`config.mk`:
```
export PLATFORM = sky130hd
export DESIGN_NAME = tcfp_queue
export DESIGN_NICKNAME = d
export VERILOG_FILES = /design/src/sv/tcfp_pkg.sv /design/src/sv/tcfp_queue.sv
export SDC_FILE = /design/constraint.sdc
export NUM_CORES = 1
export LEC_CHECK = 0
export ABC_AREA = 1
export BUFFER_PORTS_ARGS = -buffer_cell sky130_fd_sc_hd__buf_2
export CAP_MARGIN = 25
export CORE_MARGIN = 2
export CORE_UTILIZATION = 57
export CTS_BUF_LIST = sky130_fd_sc_hd__clkbuf_16
export DETAILED_ROUTE_END_ITERATION = 8
export PLACE_DENSITY = 0.92
export SLEW_MARGIN = 25
export SYNTH_ARGS = -nofsm -noshare
export SYNTH_HDL_FRONTEND = slang
export SYNTH_SLANG_ARGS = --single-unit
```
`constraint.sdc`:
```
create_clock -name clk -period 22.5 [get_ports clk]
set_input_delay 2.25 -clock clk [delete_from_list [all_inputs] [get_ports clk]]
set_output_delay 2.25 -clock clk [all_outputs]
set_load 0.05 [all_outputs]
```
`src/sv/tcfp_pkg.sv`:
```
package tcfp_pkg;

  localparam int COORD_W   = 24;
  localparam int ID_W      = 16;
  localparam int CNT_W     = 6;
  localparam int CFG_IDX_W = 2;
  localparam int PROD_W    = 50;
  localparam int CROSS_W   = 51;
  localparam int NUM_CROSS = 5;

  typedef logic signed [COORD_W-1:0] coord_t;

  typedef struct packed {
    coord_t x;
    coord_t y;
  } point_t;

  typedef enum logic [1:0] {
    KIND_FIRST,
    KIND_PORTAL,
    KIND_DROP
  } kind_t;

  typedef enum logic [CFG_IDX_W-1:0] {
    CFG_START_X,
    CFG_START_Y,
    CFG_END_X,
    CFG_END_Y
  } cfg_idx_t;

  // One classified triangle as it travels from the front to the back.
  typedef struct packed {
    kind_t            kind;
    logic [1:0]       u;
    logic [ID_W-1:0]  e0_id;
    logic [ID_W-1:0]  e1_id;
    point_t           p0;
    point_t           p1;
    point_t           p2;
    logic             last;
    logic             ovf;
    logic [CNT_W-1:0] idx;
    logic [CNT_W-1:0] n;
  } item_t;

  typedef enum logic [2:0] {
    ST_IDLE,
    ST_PROD,
    ST_STORE,
    ST_START,
    ST_READ,
    ST_MUL,
    ST_DEC,
    ST_END
  } back_state_t;

endpackage

```
`src/sv/tcfp_queue.sv`:
```
module tcfp_queue (
  input  logic            clk,
  input  logic            rst_n,
  input  logic            push_valid,
  input  tcfp_pkg::item_t push_item,
  output logic            push_ready,
  output logic            pop_valid,
  output tcfp_pkg::item_t pop_item,
  input  logic            pop_ready
);

  tcfp_pkg::item_t store_r [2];
  logic            wr_ptr_r, rd_ptr_r;
  logic [1:0]      fill_r;
  logic            do_push, do_pop;

  assign push_ready = (fill_r != 2'd2);
  assign pop_valid  = (fill_r != 2'd0);
  assign pop_item   = store_r[rd_ptr_r];
  assign do_push    = push_valid && push_ready;
  assign do_pop     = pop_valid && pop_ready;

  always_ff @(posedge clk) begin
    if (!rst_n) begin
      wr_ptr_r <= 1'b0;
      rd_ptr_r <= 1'b0;
      fill_r   <= 2'd0;
    end else begin
      if (do_push) wr_ptr_r <= ~wr_ptr_r;
      if (do_pop) rd_ptr_r <= ~rd_ptr_r;
      if (do_push && !do_pop) fill_r <= fill_r + 2'd1;
      else if (do_pop && !do_push) fill_r <= fill_r - 2'd1;
    end
  end

  always_ff @(posedge clk) begin
    if (do_push) store_r[wr_ptr_r] <= push_item;
  end

endmodule

```
==> metrics.txt <==
via/cell ratio=5.20; EDFF count, synth=388; post-synth top area cell=edfxtp_1; asr flop ratio synth=0%; DR iter-0 viols=732; design area=0.0184 mm2; die height=166 um; I/O pin count=394; power share of the combinational group=33.7%; CP Cell Sequence=buf_4 > buf_4 > mux2_4 > buf_2; worst-case clock skew=15.4 ps; Slew Limit Fails=0; RePlAce Congestion=0.785; met1 usage=23.9%; min-delay worst type=register to register; most frequent CP cell=buf_4; DIE WIDTH=166 um; Worst VDD drop=0.0863 mV; RSZ-0062 raised after global routing=no; Clk pwr share=25.7%; layout cells sized above 1=59.9%; max_cap viols=0; GRT Total Usage=21.2%; main flop type after synthesis=edfxtp_1; Routed WL per cell=21.0 um; Core Util, Final=71.2%; Mean Syn Cell Area=23.3 um2; NetSw=0.000837 W; dpl cells=1356; Synth top area share=78.1%; crit end category=output pin; drt drc=0; grt ovf=0; clk buf depth=3; grt met2 use=39.4%; crit-path max FO=57; Arr. time, crit path=3450 ps; #FFs+latches synth=393; # rows=59; htree depth=2; switching share of power=35.4%; status=completed; Clock Latency Late Sink=510 ps; core area=0.0258 mm2; setup violators final=0; largest net degree at the start of global routing=79; setup TNS=0 ps; postcts setup bufs=0; Pre-antenna DRT Iters=4; top cells by count, synth=388 x edfxtp_1, 160 x mux2_4, 34 x mux2_2; Flop pwr share=40.6%; Achievable Freq=0.175 GHz; mapped cell area=0.0149 mm2; slowest cell on the critical path=buf_4; post-CTS sizing=0; Syn. warnings=0; Antenna Nets Post-Route=0; Cell Int Power=0.00153 W; Hold Fails Final Rpt=0; vias in the first global route=7799; PwrDens=129 mW/mm2; worst relative slew slack=35.7%; R2R Setup Slk=19770 ps; Leakage=7.26 nW; PortBufs=393; Mapped Cells=641; Sink Count=393; register area share after synthesis=78.8%; Setup CP Type=register to output pin; largest cells by area after synthesis=edfxtp_1 78%, mux2_4 16%, mux2_2 2.6%; CP max stage delay=880 ps; Least-Margin Pin Slew=965 ps; Synth cell types=16; TritonCTS clock tree=yes; Non-Filler Instances=1431; worst path required time=20250 ps; Nets=1261; Clock Tree Root=clkbuf_16; TritonCTS buffer count=38; syn_nets=840; die area=0.0275 mm2; dpl hpwl=20300 um; Most Used Layer, Global Route=met2; initial core utilization=57.7%; fin crit share=25.3%; # hold bufs at CTS=0; Routed WL=30000 um; vias post-DR=7438; DP Area=0.0171 mm2; count leader, synth=edfxtp_1; met3 Resource Use GR=5.67%; initial antenna violation count=5; post-route minimum period=5700 ps; global-route wire length before repair=44400 um; P&R area growth vs syn=23.4%; CP Launch Type=register; clock-pin slew on the worst setup and hold paths=60 ps
-- cell usage in the layout, fill, tap and decap left out, drive strengths merged, types with 4 or more instances in the layout --
cell,instances
bufinv,4
inv,15
clkbuf,39
mux2,194
edfxtp,388
nand2,9
diode,6
dfxtp,5
clkinv,18
nor2,8
buf,403
-- layer usage --
layer / vias up / routed length (um)
met2: 327 / 16200
met5: - / 0
met3: 50 / 2390
li1: 3388 / -
met4: 0 / 725
met1: 3673 / 10700
-- worst max-delay path: cells and delay by family (launching register included) --
kind                   cells  cell delay [ps]
buffers and inverters      3             1880
DFF                        1              610
muxes                      1              360
-- cell type report --
| cell class | instances | area (um2) |
|---|---|---|
| fill | 1548 | 7430 |
| antenna | 6 | 15.0 |
| inverter | 8 | 30.0 |
| sequential | 393 | 11800 |
| multi-input combinational | 218 | 2910 |
| clock buffer | 39 | 976 |
| timing repair buffer | 403 | 2070 |
| tap | 335 | 419 |
| clock inverter | 29 | 230 |
-- registers in the layout, summed over array words and instances (netlist names), named ones only --
register / cells
wr_ptr_r: 1
store_r: 388
fill_r: 2
rd_ptr_r: 1
-- cell families after synthesis --
group	after synthesis	share of synthesized area, %
simple gates	19	0.504
fa+ha+maj	1	0.0839
mux	194	18.7
buf+inv	30	1.76
flops	393	78.8
compound gates	4	0.151
-- final timing paths --
path,from,end,cells after the start
worst max-delay path,register,pop_item[53],4
worst min-delay path,rd_ptr_r,rd_ptr_r,2
worst min register to register,rd_ptr_r,rd_ptr_r,2
worst max register to register,fill_r[0],store_r[0][138],7
-- metrics by stage --
stage | hold slack, ps | setup WS [ps] | power [W]
6_report | 511 | 16800 | 0.00237
5_1_grt | 570 | 16610 | 0.00244
4_1_cts | 519 | 16740 | 0.00238
3_5_place_dp | 499 | 17300 | 0.00177
3_3_place_gp | 481 | 17360 | 0.00175
2_1_floorplan | 467 | 11340 | 0.00165
-- power groups by stage --
stage / Clock [W] / Sequential [W] / Combinational, W
final: 0.000608 / 0.000961 / 0.000798
after global routing: 0.000646 / 0.000968 / 0.000830
after CTS: 0.000620 / 0.000963 / 0.000801
after detailed placement: 0 / 0.000977 / 0.000797
after global placement: 0 / 0.000968 / 0.000786
after floorplan: 0 / 0.000993 / 0.000660
(Power assumes the default switching activity.)
