===== src/sv/tcfp_pkg.sv =====
package tcfp_pkg;

  localparam int COORD_W   = 24;
  localparam int ID_W      = 16;
  localparam int CNT_W     = 6;
  localparam int CFG_IDX_W = 2;
  localparam int PROD_W    = 50;
  localparam int CROSS_W   = 51;
  localparam int NUM_CROSS = 5;

  typedef logic signed [COORD_W-1:0] coord_t;

  typedef struct packed {
    coord_t x;
    coord_t y;
  } point_t;

  typedef enum logic [1:0] {
    KIND_FIRST,
    KIND_PORTAL,
    KIND_DROP
  } kind_t;

  typedef enum logic [CFG_IDX_W-1:0] {
    CFG_START_X,
    CFG_START_Y,
    CFG_END_X,
    CFG_END_Y
  } cfg_idx_t;

  // One classified triangle as it travels from the front to the back.
  typedef struct packed {
    kind_t            kind;
    logic [1:0]       u;
    logic [ID_W-1:0]  e0_id;
    logic [ID_W-1:0]  e1_id;
    point_t           p0;
    point_t           p1;
    point_t           p2;
    logic             last;
    logic             ovf;
    logic [CNT_W-1:0] idx;
    logic [CNT_W-1:0] n;
  } item_t;

  typedef enum logic [2:0] {
    ST_IDLE,
    ST_PROD,
    ST_STORE,
    ST_START,
    ST_READ,
    ST_MUL,
    ST_DEC,
    ST_END
  } back_state_t;

endpackage


===== src/sv/tcfp_if.sv =====
interface tcfp_in_if;
  logic                              valid;
  logic                              ready;
  logic [tcfp_pkg::ID_W-1:0]         apex0_id;
  logic [tcfp_pkg::ID_W-1:0]         apex1_id;
  logic [tcfp_pkg::ID_W-1:0]         apex2_id;
  logic signed [tcfp_pkg::COORD_W-1:0] apex0_x;
  logic signed [tcfp_pkg::COORD_W-1:0] apex0_y;
  logic signed [tcfp_pkg::COORD_W-1:0] apex1_x;
  logic signed [tcfp_pkg::COORD_W-1:0] apex1_y;
  logic signed [tcfp_pkg::COORD_W-1:0] apex2_x;
  logic signed [tcfp_pkg::COORD_W-1:0] apex2_y;
  logic                              last_triangle;

  modport source (output valid, apex0_id, apex1_id, apex2_id, apex0_x, apex0_y,
                  apex1_x, apex1_y, apex2_x, apex2_y, last_triangle, input ready);
  modport sink (input valid, apex0_id, apex1_id, apex2_id, apex0_x, apex0_y,
                apex1_x, apex1_y, apex2_x, apex2_y, last_triangle, output ready);
endinterface



===== src/sv/tcfp_front.sv =====
module tcfp_front #(
  parameter int MAX_TRIANGLES  = 32,
  parameter int VERTEX_ID_BITS = 16
) (
  input  logic            clk,
  input  logic            rst_n,
  tcfp_in_if.sink         in_ch,
  output logic            push_valid,
  output tcfp_pkg::item_t push_item,
  input  logic            push_ready
);

  localparam logic [tcfp_pkg::ID_W-1:0] ID_MASK = (VERTEX_ID_BITS >= tcfp_pkg::ID_W) ?
      {tcfp_pkg::ID_W{1'b1}} : tcfp_pkg::ID_W'((64'd1 << VERTEX_ID_BITS) - 64'd1);
  localparam logic [tcfp_pkg::CNT_W-1:0] MAXC = tcfp_pkg::CNT_W'(MAX_TRIANGLES);

  logic [tcfp_pkg::ID_W-1:0]  prev_ids_r [3];
  logic [tcfp_pkg::ID_W-1:0]  ids [3];
  logic [tcfp_pkg::CNT_W-1:0] count_r, count_nxt;
  logic                       ovf_r, ovf_nxt;
  logic [2:0]                 found;
  logic [1:0]                 u, c0, c1;
  logic                       accept;
  tcfp_pkg::kind_t            kind;

  assign ids[0] = in_ch.apex0_id & ID_MASK;
  assign ids[1] = in_ch.apex1_id & ID_MASK;
  assign ids[2] = in_ch.apex2_id & ID_MASK;

  assign in_ch.ready = push_ready;
  assign push_valid  = in_ch.valid;
  assign accept      = in_ch.valid && push_ready;

  // The unshared corner of the previous triangle is the first one whose id is missing.
  always_comb begin
    for (int c = 0; c < 3; c++) begin
      found[c] = (prev_ids_r[c] == ids[0]) || (prev_ids_r[c] == ids[1]) ||
                 (prev_ids_r[c] == ids[2]);
    end
    if (!found[0]) u = 2'd0;
    else if (!found[1]) u = 2'd1;
    else u = 2'd2;
    c0 = (u == 2'd0) ? 2'd1 : 2'd0;
    c1 = (u == 2'd2) ? 2'd1 : 2'd2;

    if (count_r == '0) kind = tcfp_pkg::KIND_FIRST;
    else if (count_r < MAXC) kind = tcfp_pkg::KIND_PORTAL;
    else kind = tcfp_pkg::KIND_DROP;

    push_item.kind  = kind;
    push_item.u     = u;
    push_item.e0_id = prev_ids_r[c0];
    push_item.e1_id = prev_ids_r[c1];
    push_item.p0    = '{x: in_ch.apex0_x, y: in_ch.apex0_y};
    push_item.p1    = '{x: in_ch.apex1_x, y: in_ch.apex1_y};
    push_item.p2    = '{x: in_ch.apex2_x, y: in_ch.apex2_y};
    push_item.last  = in_ch.last_triangle;
    push_item.ovf   = ovf_r || (kind == tcfp_pkg::KIND_DROP);
    push_item.idx   = count_r;
    push_item.n     = (kind == tcfp_pkg::KIND_DROP) ? count_r : count_r + 1'b1;

    count_nxt = count_r;
    ovf_nxt   = ovf_r;
    if (accept) begin
      if (in_ch.last_triangle) begin
        count_nxt = '0;
        ovf_nxt   = 1'b0;
      end else begin
        ovf_nxt = push_item.ovf;
        if (kind != tcfp_pkg::KIND_DROP) count_nxt = count_r + 1'b1;
      end
    end
  end

  always_ff @(posedge clk) begin
    if (!rst_n) begin
      count_r <= '0;
      ovf_r   <= 1'b0;
      for (int c = 0; c < 3; c++) prev_ids_r[c] <= '0;
    end else begin
      count_r <= count_nxt;
      ovf_r   <= ovf_nxt;
      if (accept) begin
        for (int c = 0; c < 3; c++) begin
          if (in_ch.last_triangle) prev_ids_r[c] <= '0;
          else if (kind != tcfp_pkg::KIND_DROP) prev_ids_r[c] <= ids[c];
        end
      end
    end
  end

endmodule


===== src/flat_wrapper.sv =====
// flat-port wrapper written by rule: the top's interface ports become plain ports
module tcfp_front_flat 
#(
  parameter int MAX_TRIANGLES  = 32,
  parameter int VERTEX_ID_BITS = 16
)
  (clk, rst_n, push_valid, push_item, push_ready, in_ch_valid, in_ch_apex0_id, in_ch_apex1_id, in_ch_apex2_id, in_ch_apex0_x, in_ch_apex0_y, in_ch_apex1_x, in_ch_apex1_y, in_ch_apex2_x, in_ch_apex2_y, in_ch_last_triangle, in_ch_ready);
  tcfp_in_if in_ch_i ();
  input  logic clk;
  input  logic rst_n;
  output logic push_valid;
  output tcfp_pkg::item_t push_item;
  input  logic push_ready;
  input wire logic [$bits(in_ch_i.valid)-1:0] in_ch_valid;
  input wire logic [$bits(in_ch_i.apex0_id)-1:0] in_ch_apex0_id;
  input wire logic [$bits(in_ch_i.apex1_id)-1:0] in_ch_apex1_id;
  input wire logic [$bits(in_ch_i.apex2_id)-1:0] in_ch_apex2_id;
  input wire logic [$bits(in_ch_i.apex0_x)-1:0] in_ch_apex0_x;
  input wire logic [$bits(in_ch_i.apex0_y)-1:0] in_ch_apex0_y;
  input wire logic [$bits(in_ch_i.apex1_x)-1:0] in_ch_apex1_x;
  input wire logic [$bits(in_ch_i.apex1_y)-1:0] in_ch_apex1_y;
  input wire logic [$bits(in_ch_i.apex2_x)-1:0] in_ch_apex2_x;
  input wire logic [$bits(in_ch_i.apex2_y)-1:0] in_ch_apex2_y;
  input wire logic [$bits(in_ch_i.last_triangle)-1:0] in_ch_last_triangle;
  output wire logic [$bits(in_ch_i.ready)-1:0] in_ch_ready;
  assign in_ch_i.valid = in_ch_valid;
  assign in_ch_i.apex0_id = in_ch_apex0_id;
  assign in_ch_i.apex1_id = in_ch_apex1_id;
  assign in_ch_i.apex2_id = in_ch_apex2_id;
  assign in_ch_i.apex0_x = in_ch_apex0_x;
  assign in_ch_i.apex0_y = in_ch_apex0_y;
  assign in_ch_i.apex1_x = in_ch_apex1_x;
  assign in_ch_i.apex1_y = in_ch_apex1_y;
  assign in_ch_i.apex2_x = in_ch_apex2_x;
  assign in_ch_i.apex2_y = in_ch_apex2_y;
  assign in_ch_i.last_triangle = in_ch_last_triangle;
  assign in_ch_ready = in_ch_i.ready;
  tcfp_front #(.MAX_TRIANGLES(MAX_TRIANGLES), .VERTEX_ID_BITS(VERTEX_ID_BITS)) u_core (.clk(clk), .rst_n(rst_n), .in_ch(in_ch_i), .push_valid(push_valid), .push_item(push_item), .push_ready(push_ready));
endmodule

===== config.mk =====
export PLATFORM = sky130hd
export DESIGN_NAME = tcfp_front_flat
export DESIGN_NICKNAME = d
export VERILOG_FILES = /design/src/sv/tcfp_pkg.sv /design/src/sv/tcfp_if.sv /design/src/sv/tcfp_front.sv /design/src/flat_wrapper.sv
export SDC_FILE = /design/constraint.sdc
export NUM_CORES = 1
export LEC_CHECK = 0
export ABC_AREA = 1
export BUFFER_PORTS_ARGS = -buffer_cell sky130_fd_sc_hd__buf_4
export CAP_MARGIN = 20
export CORE_AREA = 2 2 152 154
export CTS_BUF_LIST = sky130_fd_sc_hd__clkbuf_4 sky130_fd_sc_hd__clkbuf_8
export CTS_CLUSTER_DIAMETER = 200
export DETAILED_ROUTE_END_ITERATION = 6
export DIE_AREA = 0 0 154 156
export MAX_ROUTING_LAYER = met4
export SLEW_MARGIN = 10
export SYNTH_ARGS = -nofsm -noshare
export SYNTH_HDL_FRONTEND = slang
export SYNTH_SLANG_ARGS = --single-unit

===== constraint.sdc =====
create_clock -name clk -period 5.9 [get_ports clk]
set_clock_uncertainty 0.1 [all_clocks]
set_input_delay 0.59 -clock clk [delete_from_list [all_inputs] [get_ports clk]]
set_output_delay 0.59 -clock clk [all_outputs]
set_load 0.05 [all_outputs]

==> flow_summary.toml <==
[run_status]
status = "complete, no violations"

[pwr]
ir_drop_v = 0.000101
p_leak_nw = 2.82
p_total_mw = 1.04
power.density_nw_per_um2 = 195

[setup_path]
required_ps = 5210
path_class = "flip-flop to primary output"
cpMostUsedCell = "nand2_1"
critPathMaxFanout = 30
cp_cell_sequence = "inv_2, nand2_1, a21oi_1, nand2_1, nor2_1, nand2_1, nand3_2, buf_4, nand3_1, nand2_1, buf_4"
start_kind = "flip-flop"
cp_slowest_cell = "edfxtp_1"
cp_slowest_stage_delay_ps = 500
cp.arrival_ps = 2780
end_kind = "primary output"
critPathBufInv = 3
cpLargestDelayFamily = "simple AND/OR/NAND/NOR gates"

[grt]
antenna_found_initial = 1
grt_pass1_vias = 4299
grt.overflow.total = 0
grtUsageTotal_pct = 15.0
grt_pass1_wl_um = 26000
grt_start_max_net_pins = 53

[worst_hold_path]
hold_class = "flip-flop to flip-flop"

[finish]
finalNetCount = 966
n_fill_cell = 2486
fin_util_pct = 24.0
drive_gt1_share_pct = 19.5
area_growth_pct = 1.54

[synthesis]
synth.distinct_cells = 26
synth_seq_cells = 55
netlist_area_um2 = 5280
ys_seq_area_share_pct = 30.0
yosys-top-cells-area = "edfxtp_1 (27%), nand2_1 (22%), buf_4 (21%)"
ys_top_cells_by_count = "nand2_1 (313), buf_4 (148), nor2_1 (109), inv_1 (68), edfxtp_1 (48)"
avgSynthCellArea_um2 = 6.49
synthArstFlopShare_pct = 0
synth_edf_count = 48
synth_flop_cell = "edfxtp_1"
netlist.area_leader.share_pct = 27.3
syn_inst = 813
ys_warn_count = 0
yosysMostFrequentCell = "nand2_1"
synth_top_cell_by_area = "edfxtp_1"
synth_nets = 1012

[sta]
clock.fmax_mhz = 288
slew_viol_final = 0
whs_ps = 367
setup_ws_ps = 2430
fin_crit_sh_pct = 58.9
setup_viol = 0
tns_ps = 0
rsz0062_at_grt = "false"
hold_viol_final = 0
slew_headroom_pct = 57.1
post-route-min-period_ps = 3470
tightestPinTransition_ps = 644

[cts]
clock_path_buffers = 2
cts_root_buf = "clkbuf_8"
cts_setup_buffers = 0
htree_levels = 2
clkTransAtPathRegs_ps = 110
cts.sinks = 55
clkLatencyLatePin_ps = 330
cts_resized = 0
cts_tree = "built"
cts_buffers = 5
hold_buffers = 0

[drt]
firstDrtPassIters = 5
drc = 0
drtIter0Drc = 349
vias = 4437
wl_per_cell_um = 17.2
viasPerCell = 4.21
drtAntennaViolNets = 0
wl_um = 18100

[placed_design]
gp_congestion = 0.813
post-place-ws_ps = 2570
io_buffers = 104
post-dp-hpwl_um = 14700

[floorplan]
io_pins = 393
die_w_um = 154
core_area_um2 = 22400
rows = 55
dieArea_um2 = 24000
initial_core_util_pct = 23.6
fp.dieH_um = 156

[run]
max-cap-violations = 0
-- worst min-delay path, cell delays in order, from the launching register on --
cell and delay (ps):
dfxtp_1 320, nand2_1 60, a21oi_1 60
-- per-stage QoR --
step / instances / cell area (um2)
floorplan: 813 / 5280
global placement: 1045 / 5270
detailed placement: 1045 / 5270
CTS: 1053 / 5360
global route: 1054 / 5360
finish: 1054 / 5360
-- cell type report --
cell class	count	area, um2	area share, %
Tap cell	285	357	6.66
Clock buffer	6	76.3	1.42
Timing Repair Buffer	108	811	15.1
Sequential cell	55	1580	29.5
Antenna cell	1	2.50	0.0467
Clock inverter	2	11.3	0.210
Inverter	88	330	6.17
Multi-Input combinational cell	509	2190	40.8
-- state kept, by name, indices dropped and copies added, names as in the netlist --
register,count
u_core.ovf_r,1
u_core.prev_ids_r,48
u_core.count_r,6
-- kinds of logic (layout without fill, tap and decap cells) --
group	count (synthesis)	after routing	share of synthesized area (%)
AND/OR/NAND/NOR	451	451	33.4
other	0	1	0
buffers and inverters	249	204	28.8
adder cells (fa/ha/maj)	2	2	0.474
XOR/XNOR	23	23	3.82
AO/OA/AOI/OAI	33	33	3.58
flip-flops	55	55	30.0
-- report_power, final --
part | internal [mW] | leakage, nW | switching [mW]
Combinational | 0.111 | 2.20 | 0.222
Clock | 0.0887 | 0.0489 | 0.143
Sequential | 0.447 | 0.569 | 0.0303
Total | 0.647 | 2.82 | 0.396
-- path summary, 6_finish.rpt --
kind / from / end / slack, ps / cells after the start
min reg2reg: u_core.ovf_r / u_core.ovf_r / 370 / 2
max: u_core.prev_ids_r[0][13] / push_item[168] / 2430 / 11
max reg2reg: u_core.count_r[5] / u_core.prev_ids_r[0][2] / 4070 / 4
min: u_core.ovf_r / u_core.ovf_r / 370 / 2
-- layer usage --
metal	vias up	wire length, um	global-route usage (%)
li1	2217	-	-
met1	1920	6330	15.0
met2	240	8920	25.5
met3	60	2260	7.19
met4	0	588	5.34
met5	-	0	-
-- cells in the final DEF, fill, tap and decap left out, drive strengths merged --
cell type / instances
a21oi: 5
a41oi: 1
buf: 108
clkbuf: 6
clkinv: 1
dfxtp: 7
diode: 1
edfxtp: 48
ha: 2
inv: 89
nand2: 318
nand3: 21
nor2: 109
nor2b: 1
o21ai: 23
o22ai: 4
or2: 2
xnor2: 1
xor2: 22
No activity file was read; power rests on OpenSTA's default activity.
